**src/u8d_pkg.sv**
```systemverilog
package u8d_pkg;

  localparam int unsigned QUEUE_DEPTH_DEFAULT = 2;

  localparam int unsigned BYTE_W = 8;
  localparam int unsigned CP_W   = 21;
  localparam int unsigned LEN_W  = 3;
  localparam int unsigned CNT_W  = 3;
  localparam int unsigned POS_W  = 2;

  // lead byte classes
  localparam logic [7:0] ASCII_MASK = 8'h80;
  localparam logic [7:0] LEAD2_MASK = 8'hE0;
  localparam logic [7:0] LEAD2_CODE = 8'hC0;
  localparam logic [7:0] LEAD3_MASK = 8'hF0;
  localparam logic [7:0] LEAD3_CODE = 8'hE0;
  localparam logic [7:0] LEAD4_MASK = 8'hF8;
  localparam logic [7:0] LEAD4_CODE = 8'hF0;

  localparam logic [LEN_W-1:0] LEN_BAD = 3'd0;
  localparam logic [LEN_W-1:0] LEN_1   = 3'd1;
  localparam logic [LEN_W-1:0] LEN_2   = 3'd2;
  localparam logic [LEN_W-1:0] LEN_3   = 3'd3;
  localparam logic [LEN_W-1:0] LEN_4   = 3'd4;

  // one decode job: the bytes to work through, lead first, and how many
  typedef struct packed {
    logic [3:0][BYTE_W-1:0] bytes;
    logic [CNT_W-1:0]       count;
    logic                   text_end;
  } u8d_entry_t;

  function automatic logic [LEN_W-1:0] seq_len(input logic [BYTE_W-1:0] lead);
    logic [LEN_W-1:0] len;
    if ((lead & ASCII_MASK) == 8'h00) begin
      len = LEN_1;
    end else if ((lead & LEAD2_MASK) == LEAD2_CODE) begin
      len = LEN_2;
    end else if ((lead & LEAD3_MASK) == LEAD3_CODE) begin
      len = LEN_3;
    end else if ((lead & LEAD4_MASK) == LEAD4_CODE) begin
      len = LEN_4;
    end else begin
      len = LEN_BAD;
    end
    return len;
  endfunction

endpackage

```
**src/u8d_front.sv**
```systemverilog
module u8d_front import u8d_pkg::*; (
  input  logic              clk,
  input  logic              rst,
  input  logic              in_valid,
  output logic              in_ready,
  input  logic [BYTE_W-1:0] in_byte,
  input  logic              in_end,
  output logic              push_valid,
  input  logic              push_ready,
  output u8d_entry_t        push_entry
);

  logic [1:0]              held_count;
  logic [1:0]              held_count_next;
  logic [2:0][BYTE_W-1:0]  held_bytes;
  logic [3:0][BYTE_W-1:0]  held_pad;

  logic [CNT_W-1:0] total;
  logic [BYTE_W-1:0] lead;
  logic [LEN_W-1:0]  lead_len;
  logic              complete;
  logic              produce;
  logic              accept;

  assign in_ready = push_ready;
  assign accept   = in_valid && in_ready;

  assign total    = {1'b0, held_count} + CNT_W'(1);
  assign lead     = (held_count == 2'd0) ? in_byte : held_bytes[0];
  assign lead_len = seq_len(lead);
  assign complete = (lead_len != LEN_BAD) && (total == lead_len);
  // a job goes out on a finished sequence, a bad lead or the end of text
  assign produce  = in_end || (lead_len == LEN_BAD) || complete;

  assign held_pad = {{BYTE_W{1'b0}}, held_bytes};

  always_comb begin
    for (int i = 0; i < 4; i++) begin
      if (i < int'(held_count)) begin
        push_entry.bytes[i] = held_pad[i];
      end else if (i == int'(held_count)) begin
        push_entry.bytes[i] = in_byte;
      end else begin
        push_entry.bytes[i] = '0;
      end
    end
    push_entry.count    = total;
    push_entry.text_end = in_end;
  end

  assign push_valid = accept && produce;

  always_comb begin
    held_count_next = held_count;
    if (accept) begin
      held_count_next = produce ? 2'd0 : held_count + 2'd1;
    end
  end

  always_ff @(posedge clk) begin
    if (rst) begin
      held_count <= '0;
    end else begin
      held_count <= held_count_next;
    end
  end

  always_ff @(posedge clk) begin
    if (accept && !produce) begin
      for (int i = 0; i < 3; i++) begin
        if (i == int'(held_count)) begin
          held_bytes[i] <= in_byte;
        end
      end
    end
  end

  // held bytes always form a strict prefix of one sequence
  a_held_prefix: assert property (@(posedge clk) disable iff (rst)
    held_count != 2'd0 |-> ({1'b0, held_count} < seq_len(held_bytes[0])))
    else $error("held bytes are not an incomplete prefix");

endmodule

```
**src/u8d_queue.sv**
```systemverilog
module u8d_queue import u8d_pkg::*; #(
  parameter int unsigned DEPTH = QUEUE_DEPTH_DEFAULT
) (
  input  logic       clk,
  input  logic       rst,
  input  logic       push_valid,
  output logic       push_ready,
  input  u8d_entry_t push_entry,
  output logic       pop_valid,
  input  logic       pop_ready,
  output u8d_entry_t pop_entry
);

  localparam int unsigned PTR_W = (DEPTH > 1) ? $clog2(DEPTH) : 1;
  localparam int unsigned FILL_W = $clog2(DEPTH + 1);

  u8d_entry_t         slots [DEPTH];
  logic [PTR_W-1:0]   wr_ptr;
  logic [PTR_W-1:0]   rd_ptr;
  logic [FILL_W-1:0]  fill;
  logic               do_push;
  logic               do_pop;

  assign push_ready = (fill != FILL_W'(DEPTH));
  assign pop_valid  = (fill != '0);
  assign pop_entry  = slots[rd_ptr];
  assign do_push    = push_valid && push_ready;
  assign do_pop     = pop_valid && pop_ready;

  always_ff @(posedge clk) begin
    if (rst) begin
      wr_ptr <= '0;
      rd_ptr <= '0;
      fill   <= '0;
    end else begin
      if (do_push) begin
        wr_ptr <= (wr_ptr == PTR_W'(DEPTH - 1)) ? '0 : wr_ptr + PTR_W'(1);
      end
      if (do_pop) begin
        rd_ptr <= (rd_ptr == PTR_W'(DEPTH - 1)) ? '0 : rd_ptr + PTR_W'(1);
      end
      if (do_push && !do_pop) begin
        fill <= fill + FILL_W'(1);
      end else if (do_pop && !do_push) begin
        fill <= fill - FILL_W'(1);
      end
    end
  end

  always_ff @(posedge clk) begin
    if (do_push) begin
      slots[wr_ptr] <= push_entry;
    end
  end

  a_fill_bound: assert property (@(posedge clk) disable iff (rst)
    fill <= FILL_W'(DEPTH))
    else $error("queue fill beyond depth");

  a_ptr_gap: assert property (@(posedge clk) disable iff (rst)
    (fill == '0) || (fill == FILL_W'(DEPTH)) |-> wr_ptr == rd_ptr)
    else $error("queue pointers disagree with fill");

endmodule

```
**src/u8d_back.sv**
```systemverilog
module u8d_back import u8d_pkg::*; (
  input  logic            clk,
  input  logic            rst,
  input  logic            job_valid,
  output logic            job_ready,
  input  u8d_entry_t      job,
  output logic            out_valid,
  input  logic            out_ready,
  output logic [CP_W-1:0] out_cp,
  output logic            out_done
);

  logic [POS_W-1:0]       pos;
  logic [POS_W-1:0]       pos_next;
  logic [31:0]            window;
  logic [BYTE_W-1:0]      w0, w1, w2, w3;
  logic [LEN_W-1:0]       len;
  logic [CNT_W-1:0]       remaining;
  logic                   whole;
  logic [CNT_W-1:0]       step;
  logic                   last;
  logic                   advance;
  logic [CP_W-1:0]        cp;

  assign window    = job.bytes >> {pos, 3'b000};
  assign w0        = window[7:0];
  assign w1        = window[15:8];
  assign w2        = window[23:16];
  assign w3        = window[31:24];
  assign len       = seq_len(w0);
  assign remaining = job.count - {1'b0, pos};
  assign whole     = (len != LEN_BAD) && (len <= remaining);
  // bad lead or truncated tail: one byte consumed, code point zero
  assign step      = whole ? len : CNT_W'(1);
  assign last      = (({1'b0, pos} + step) == job.count);

  always_comb begin
    cp = '0;
    if (whole) begin
      case (len)
        LEN_1:   cp = {13'd0, w0};
        LEN_2:   cp = {10'd0, w0[4:0], w1[5:0]};
        LEN_3:   cp = {5'd0, w0[3:0], w1[5:0], w2[5:0]};
        LEN_4:   cp = {w0[2:0], w1[5:0], w2[5:0], w3[5:0]};
        default: cp = '0;
      endcase
    end
  end

  assign advance   = job_valid && (!out_valid || out_ready);
  assign job_ready = advance && last;

  always_comb begin
    pos_next = pos;
    if (advance) begin
      pos_next = last ? '0 : pos + step[POS_W-1:0];
    end
  end

  always_ff @(posedge clk) begin
    if (rst) begin
      pos       <= '0;
      out_valid <= 1'b0;
    end else begin
      pos <= pos_next;
      if (advance) begin
        out_valid <= 1'b1;
      end else if (out_ready) begin
        out_valid <= 1'b0;
      end
    end
  end

  always_ff @(posedge clk) begin
    if (advance) begin
      out_cp   <= cp;
      out_done <= job.text_end && last;
    end
  end

  a_pos_inside: assert property (@(posedge clk) disable iff (rst)
    job_valid |-> ({1'b0, pos} < job.count))
    else $error("decode position past end of job");

  a_pos_idle: assert property (@(posedge clk) disable iff (rst)
    !job_valid |-> pos == '0)
    else $error("decode position left over without a job");

endmodule

```
**src/utf8_byte_stream_decoder_core.sv**
```systemverilog
// utf8 byte stream decoder
//
// input stream: one byte of utf-8 text per transfer on s_tdata[7:0], with
// s_tlast marking the final byte of a text. output stream: one code point per
// transfer on m_tdata[20:0], with m_tlast on the last code point caused by the
// final byte.
// throughput: one byte per cycle while the queue has room. a byte gives at most
// one code point unless it ends a text inside an unfinished sequence; then up to
// three code points leave, one per cycle while m_tready is high, set by the single
// decode unit in the back end. a code point reaches m_tvalid through the queue,
// written at the transfer of the byte that completes it, and then the output
// register, loaded when the back end takes that code point.
// reset clears the held partial sequence, the queue and the output valid flag.
// when the receiver stalls, the output register holds its code point, the
// back end stops, the queue fills and s_tready drops once the queue is full.
module utf8_byte_stream_decoder_core import u8d_pkg::*; #(
  parameter int unsigned QUEUE_DEPTH = QUEUE_DEPTH_DEFAULT  // 2 .. 16 jobs
) (
  input  logic        clk,
  input  logic        rst,
  input  logic        s_tvalid,
  output logic        s_tready,
  input  logic [7:0]  s_tdata,   // [7:0] data_byte
  input  logic        s_tlast,   // end_of_text
  output logic        m_tvalid,
  input  logic        m_tready,
  output logic [23:0] m_tdata,   // [20:0] code_point, [23:21] zero
  output logic        m_tlast    // text_done
);

  // front end to queue
  logic       push_valid;
  logic       push_ready;
  u8d_entry_t push_entry;

  // queue to back end
  logic       job_valid;
  logic       job_ready;
  u8d_entry_t job;

  logic [CP_W-1:0] code_point;

  // front end gathers bytes of a sequence and hands out whole decode jobs
  u8d_front u_front (
    .clk        (clk),
    .rst        (rst),
    .in_valid   (s_tvalid),
    .in_ready   (s_tready),
    .in_byte    (s_tdata),
    .in_end     (s_tlast),
    .push_valid (push_valid),
    .push_ready (push_ready),
    .push_entry (push_entry)
  );

  // short job queue decouples byte intake from code point output
  u8d_queue #(
    .DEPTH (QUEUE_DEPTH)
  ) u_queue (
    .clk        (clk),
    .rst        (rst),
    .push_valid (push_valid),
    .push_ready (push_ready),
    .push_entry (push_entry),
    .pop_valid  (job_valid),
    .pop_ready  (job_ready),
    .pop_entry  (job)
  );

  // back end walks a job and emits one code point per cycle while the output is not stalled
  u8d_back u_back (
    .clk       (clk),
    .rst       (rst),
    .job_valid (job_valid),
    .job_ready (job_ready),
    .job       (job),
    .out_valid (m_tvalid),
    .out_ready (m_tready),
    .out_cp    (code_point),
    .out_done  (m_tlast)
  );

  assign m_tdata = {3'b000, code_point};

  // a job is only ever queued on an accepted byte
  a_push_on_accept: assert property (@(posedge clk) disable iff (rst)
    push_valid |-> s_tvalid && s_tready)
    else $error("job queued without a byte transfer");

endmodule

```
**config.mk**
```make
export PLATFORM = sky130hd
export DESIGN_NAME = utf8_byte_stream_decoder_core
export DESIGN_NICKNAME = d
export VERILOG_FILES = /design/src/u8d_pkg.sv /design/src/u8d_front.sv /design/src/u8d_queue.sv /design/src/u8d_back.sv /design/src/utf8_byte_stream_decoder_core.sv
export SDC_FILE = /design/constraint.sdc
export NUM_CORES = 1
export LEC_CHECK = 0
export CAP_MARGIN = 30
export CORE_UTILIZATION = 30
export DETAILED_ROUTE_END_ITERATION = 10
export DONT_BUFFER_PORTS = 1
export HOLD_SLACK_MARGIN = 0.15
export PLACE_DENSITY = 0.5
export SETUP_SLACK_MARGIN = 0.5
export SYNTH_ARGS = -nofsm -noshare
export SYNTH_HDL_FRONTEND = slang
export SYNTH_SLANG_ARGS = --single-unit
```
**constraint.sdc**
```tcl
create_clock -name clk -period 15.9 [get_ports clk]
set_input_delay 0 -clock clk [delete_from_list [all_inputs] [get_ports clk]]
set_output_delay 0 -clock clk [all_outputs]
set_load 0.03 [all_outputs]
```
==> flow_summary_export.csv <==
group,metric,value,unit
outcome,status,"completed",
yosys,synthArstFlopShare,0,
sta,fin_skew,0.0153,ns
global_route,grt_pass1_wl,20.1,mm
die,die_w,144,um
sta,finalHoldViolations,0,
die,design.core.area,19700,um2
setup_path,r2r_slack,9.47,ns
yosys,synth-seq-area-share,0.617,
setup_path,critPathArrivalTime,6.78,ns
cells_and_area,syn_to_final_growth,17.6,%
sta,finalCriticalPeriod,6.43,ns
power_and_ir_drop,vdd.ir_drop.worst,0.0679,mV
detailed_routing,drtAntennaViolNets,0,
global_route,grt_remaining_overflow,0,
sta,slew_violations,0,
global_route,grt_pass1_vias,3634,
yosys,syn-cell-area,6070,um2
detailed_routing,vias_per_cell,4.78,
placement,place_congestion,0.831,
yosys,synth_top_area_share,0.584,
yosys,yosys_most_used_dff,"edfxtp_1",
setup_path,path_cells,"buf_4 > mux4_2 > mux2_2 > nand2_1 > nor2_1 > nor2_1 > ha_1 > nor2b_1 > o21a_1 > o21ai_0 > o21ai_2 > or3_1 > ha_1 > fa_1 > xor2_1 > nor2_1 > and4_1 > o21ai_2 > ha_1 > or3_1 > a21oi_1",
cells_and_area,drive_gt1_frac,0.164,
die,start_util,0.309,
clocking,clock_latency,0.42,ns
placement,numPortBuffers,0,
power_and_ir_drop,power_density,204,nW/um2
detailed_routing,vias,3515,
setup_path,critPathMaxFanout,35,
clocking,clkSinkCount,128,
global_route,antenna_found_initial,0,
yosys,synth.area.top_cells,"edfxtp_1, mux4_2, mux2i_1, dfxtp_1, mux2_2",
yosys,syn_inst,438,
setup_path,end_kind,"register",
flow_run,drv_cap,0,
setup_path,worst-endpoint-required,16.24,ns
setup_path,cp.depth,21,
setup_path,worstSetupPathType,"register to register",
global_route,grt_max_degree,36,
sta,fin_crit_sh,0.405,
sta,timing.fmax,155,MHz
sta,tns,0,ns
die,rows,51,
sta,rsz0062_at_grt,"no",
detailed_routing,dr.pass1.iters,4,
clocking,clk_pin_slew,0.06,ns
clocking,cts_resized,0,
worst_hold_path,hold_class,"input pin to register",
cells_and_area,layout.nets,482,
setup_path,rr_worst_depth,21,
setup_path,worstReg2RegEnd,"u_queue.fill[1]",
detailed_routing,wirelength,12.3,mm
yosys,synth_edf_count,118,
sta,slew_headroom,0.450,
yosys,synth_area_per_cell,13.9,um2
cells_and_area,antenna_cells,0,
clocking,cts_htree_levels,4,
die,dieArea,20800,um2
yosys,yosysWarnings,0,
yosys,synth_cell_types,56,
clocking,cts_root_buffer,"clkbuf_16",
setup_path,cpLargestDelayFamily,"simple AND/OR/NAND/NOR gates",
setup_path,crit_path_max_incr_delay,0.66,ns
sta,worst_pin_slew,0.826,ns
cells_and_area,fill_cells,1930,
global_route,grt_util_all_layers,0.131,
setup_path,endpoint,"u_queue.fill[1]",
setup_path,crit_buf_inv,1,
clocking,cts_made_buffers,17,
yosys,yosysTopAreaCell,"edfxtp_1",
yosys,synth.top_cells.by_count,"edfxtp_1, nand2_1, nor2_1",
sta,setup_viol,0,
placement,place_hpwl,8.73,mm
yosys,ys_seq_elements,128,
sta,worst_hold_slack,0.325,ns
detailed_routing,drc_errors,0,
detailed_routing,dr.first_iter.drc_count,269,
power_and_ir_drop,leakagePower,0.00234,uW
die,pin_count,40,
clocking,clk_path_buf_depth,2,
setup_path,crit_path_top_delay_cell,"mux4_2",
yosys,synth_most_common_cell,"edfxtp_1",
setup_path,crit_path_start_kind,"register",
detailed_routing,wl_per_cell,16.8,um
clocking,cts_tree,"yes",
die,die_height,144,um
[cells in the final DEF, fill, tap and decap left out, drive strengths merged, types with 2 or more instances in the layout]
master and instances:
dfxtp 10, xor2 3, clkinvlp 2, dlygate4sd3 14, nand2b 3, a211oi 2
mux2i 29, or3 3, xnor2 4, fa 2, nand3 4, ha 10
clkbuf 19, a31oi 5, a21oi 20, and2 11, buf 5, mux4 13
o21ai 24, o22ai 5, a22o 3, nand2 41, a22oi 2, conb 3
inv 9, nor2 36, o21a 2, clkinv 4, bufinv 5, nand4b 3
a32o 2, nor3 6, nor2b 9, a2bb2oi 6, edfxtp 118, and3 4
mux2 19
[worst min path at each step]
stage          depth (start not counted)        from                     to
2_1_floorplan                          0  s_tdata[0]  u_front.held_bytes[0]
3_3_place_gp                           1         rst         u_queue.wr_ptr
3_5_place_dp                           1         rst         u_queue.wr_ptr
4_1_cts                                1     s_tlast    u_queue.slots[1][0]
5_1_grt                                1     s_tlast    u_queue.slots[1][0]
6_report                               1     s_tlast    u_queue.slots[0][0]
[final cells by class]
cell class / instances / area [um2] / area share
sequential: 128 / 3740 / 0.524
multi-input combinational: 284 / 2200 / 0.308
clock buffer: 19 / 433 / 0.0606
tap: 265 / 332 / 0.0464
clock inverter: 13 / 210 / 0.0294
timing repair buffer: 19 / 198 / 0.0277
inverter: 7 / 26.3 / 0.00368
[state kept, by name (all words and copies together), names as in the netlist, named ones only]
name / flops
u_back.out_cp: 21
u_back.out_done: 1
u_back.out_valid: 1
u_back.pos: 2
u_front.held_bytes: 24
u_front.held_count: 2
u_queue.fill: 2
u_queue.rd_ptr: 1
u_queue.slots: 72
u_queue.wr_ptr: 1
[power breakdown]
part	total, uW	internal (uW)	switching (uW)	leakage (uW)
Sequential	538	455	82.6	0.00119
Combinational	497	194	303	0.000839
Clock	421	279	142	0.000308
[logic make-up after synthesis]
| group | Yosys count | synth area share |
|---|---|---|
| compound gates | 76 | 0.0820 |
| xor+xnor | 7 | 0.0101 |
| fa+ha+maj | 12 | 0.0272 |
| buf+inv | 28 | 0.0227 |
| flops | 128 | 0.617 |
| mux | 61 | 0.138 |
| other cells | 1 | 0.000618 |
| simple gates | 125 | 0.103 |
[routing by layer]
layer,GRT usage,vias to the layer above,wire (um)
met5,0,-,0
li1,-,1691,-
met2,0.193,72,5630
met3,0.0321,9,316
met1,0.180,1743,6280
met4,0.0571,0,103
[metrics by stage]
stage	power, uW	std cells	cell area, um2	util	setup slack (ns)
after floorplan	923	440	6080	-	10.55
after global placement	1020	688	6330	0.322	9.69
after detailed placement	1040	689	6360	0.324	9.49
after CTS	1470	735	7140	0.363	9.47
after global routing	1540	735	7140	0.363	9.02
final	1460	735	7140	0.363	9.47
[what timing repair did]
| item | in CTS | in global routing |
|---|---|---|
| hold buffers | 14 | 0 |
| endpoints found under the hold margin | 105 | 0 |
| setup buffers | 0 | 0 |
(Power assumes the default switching activity.)
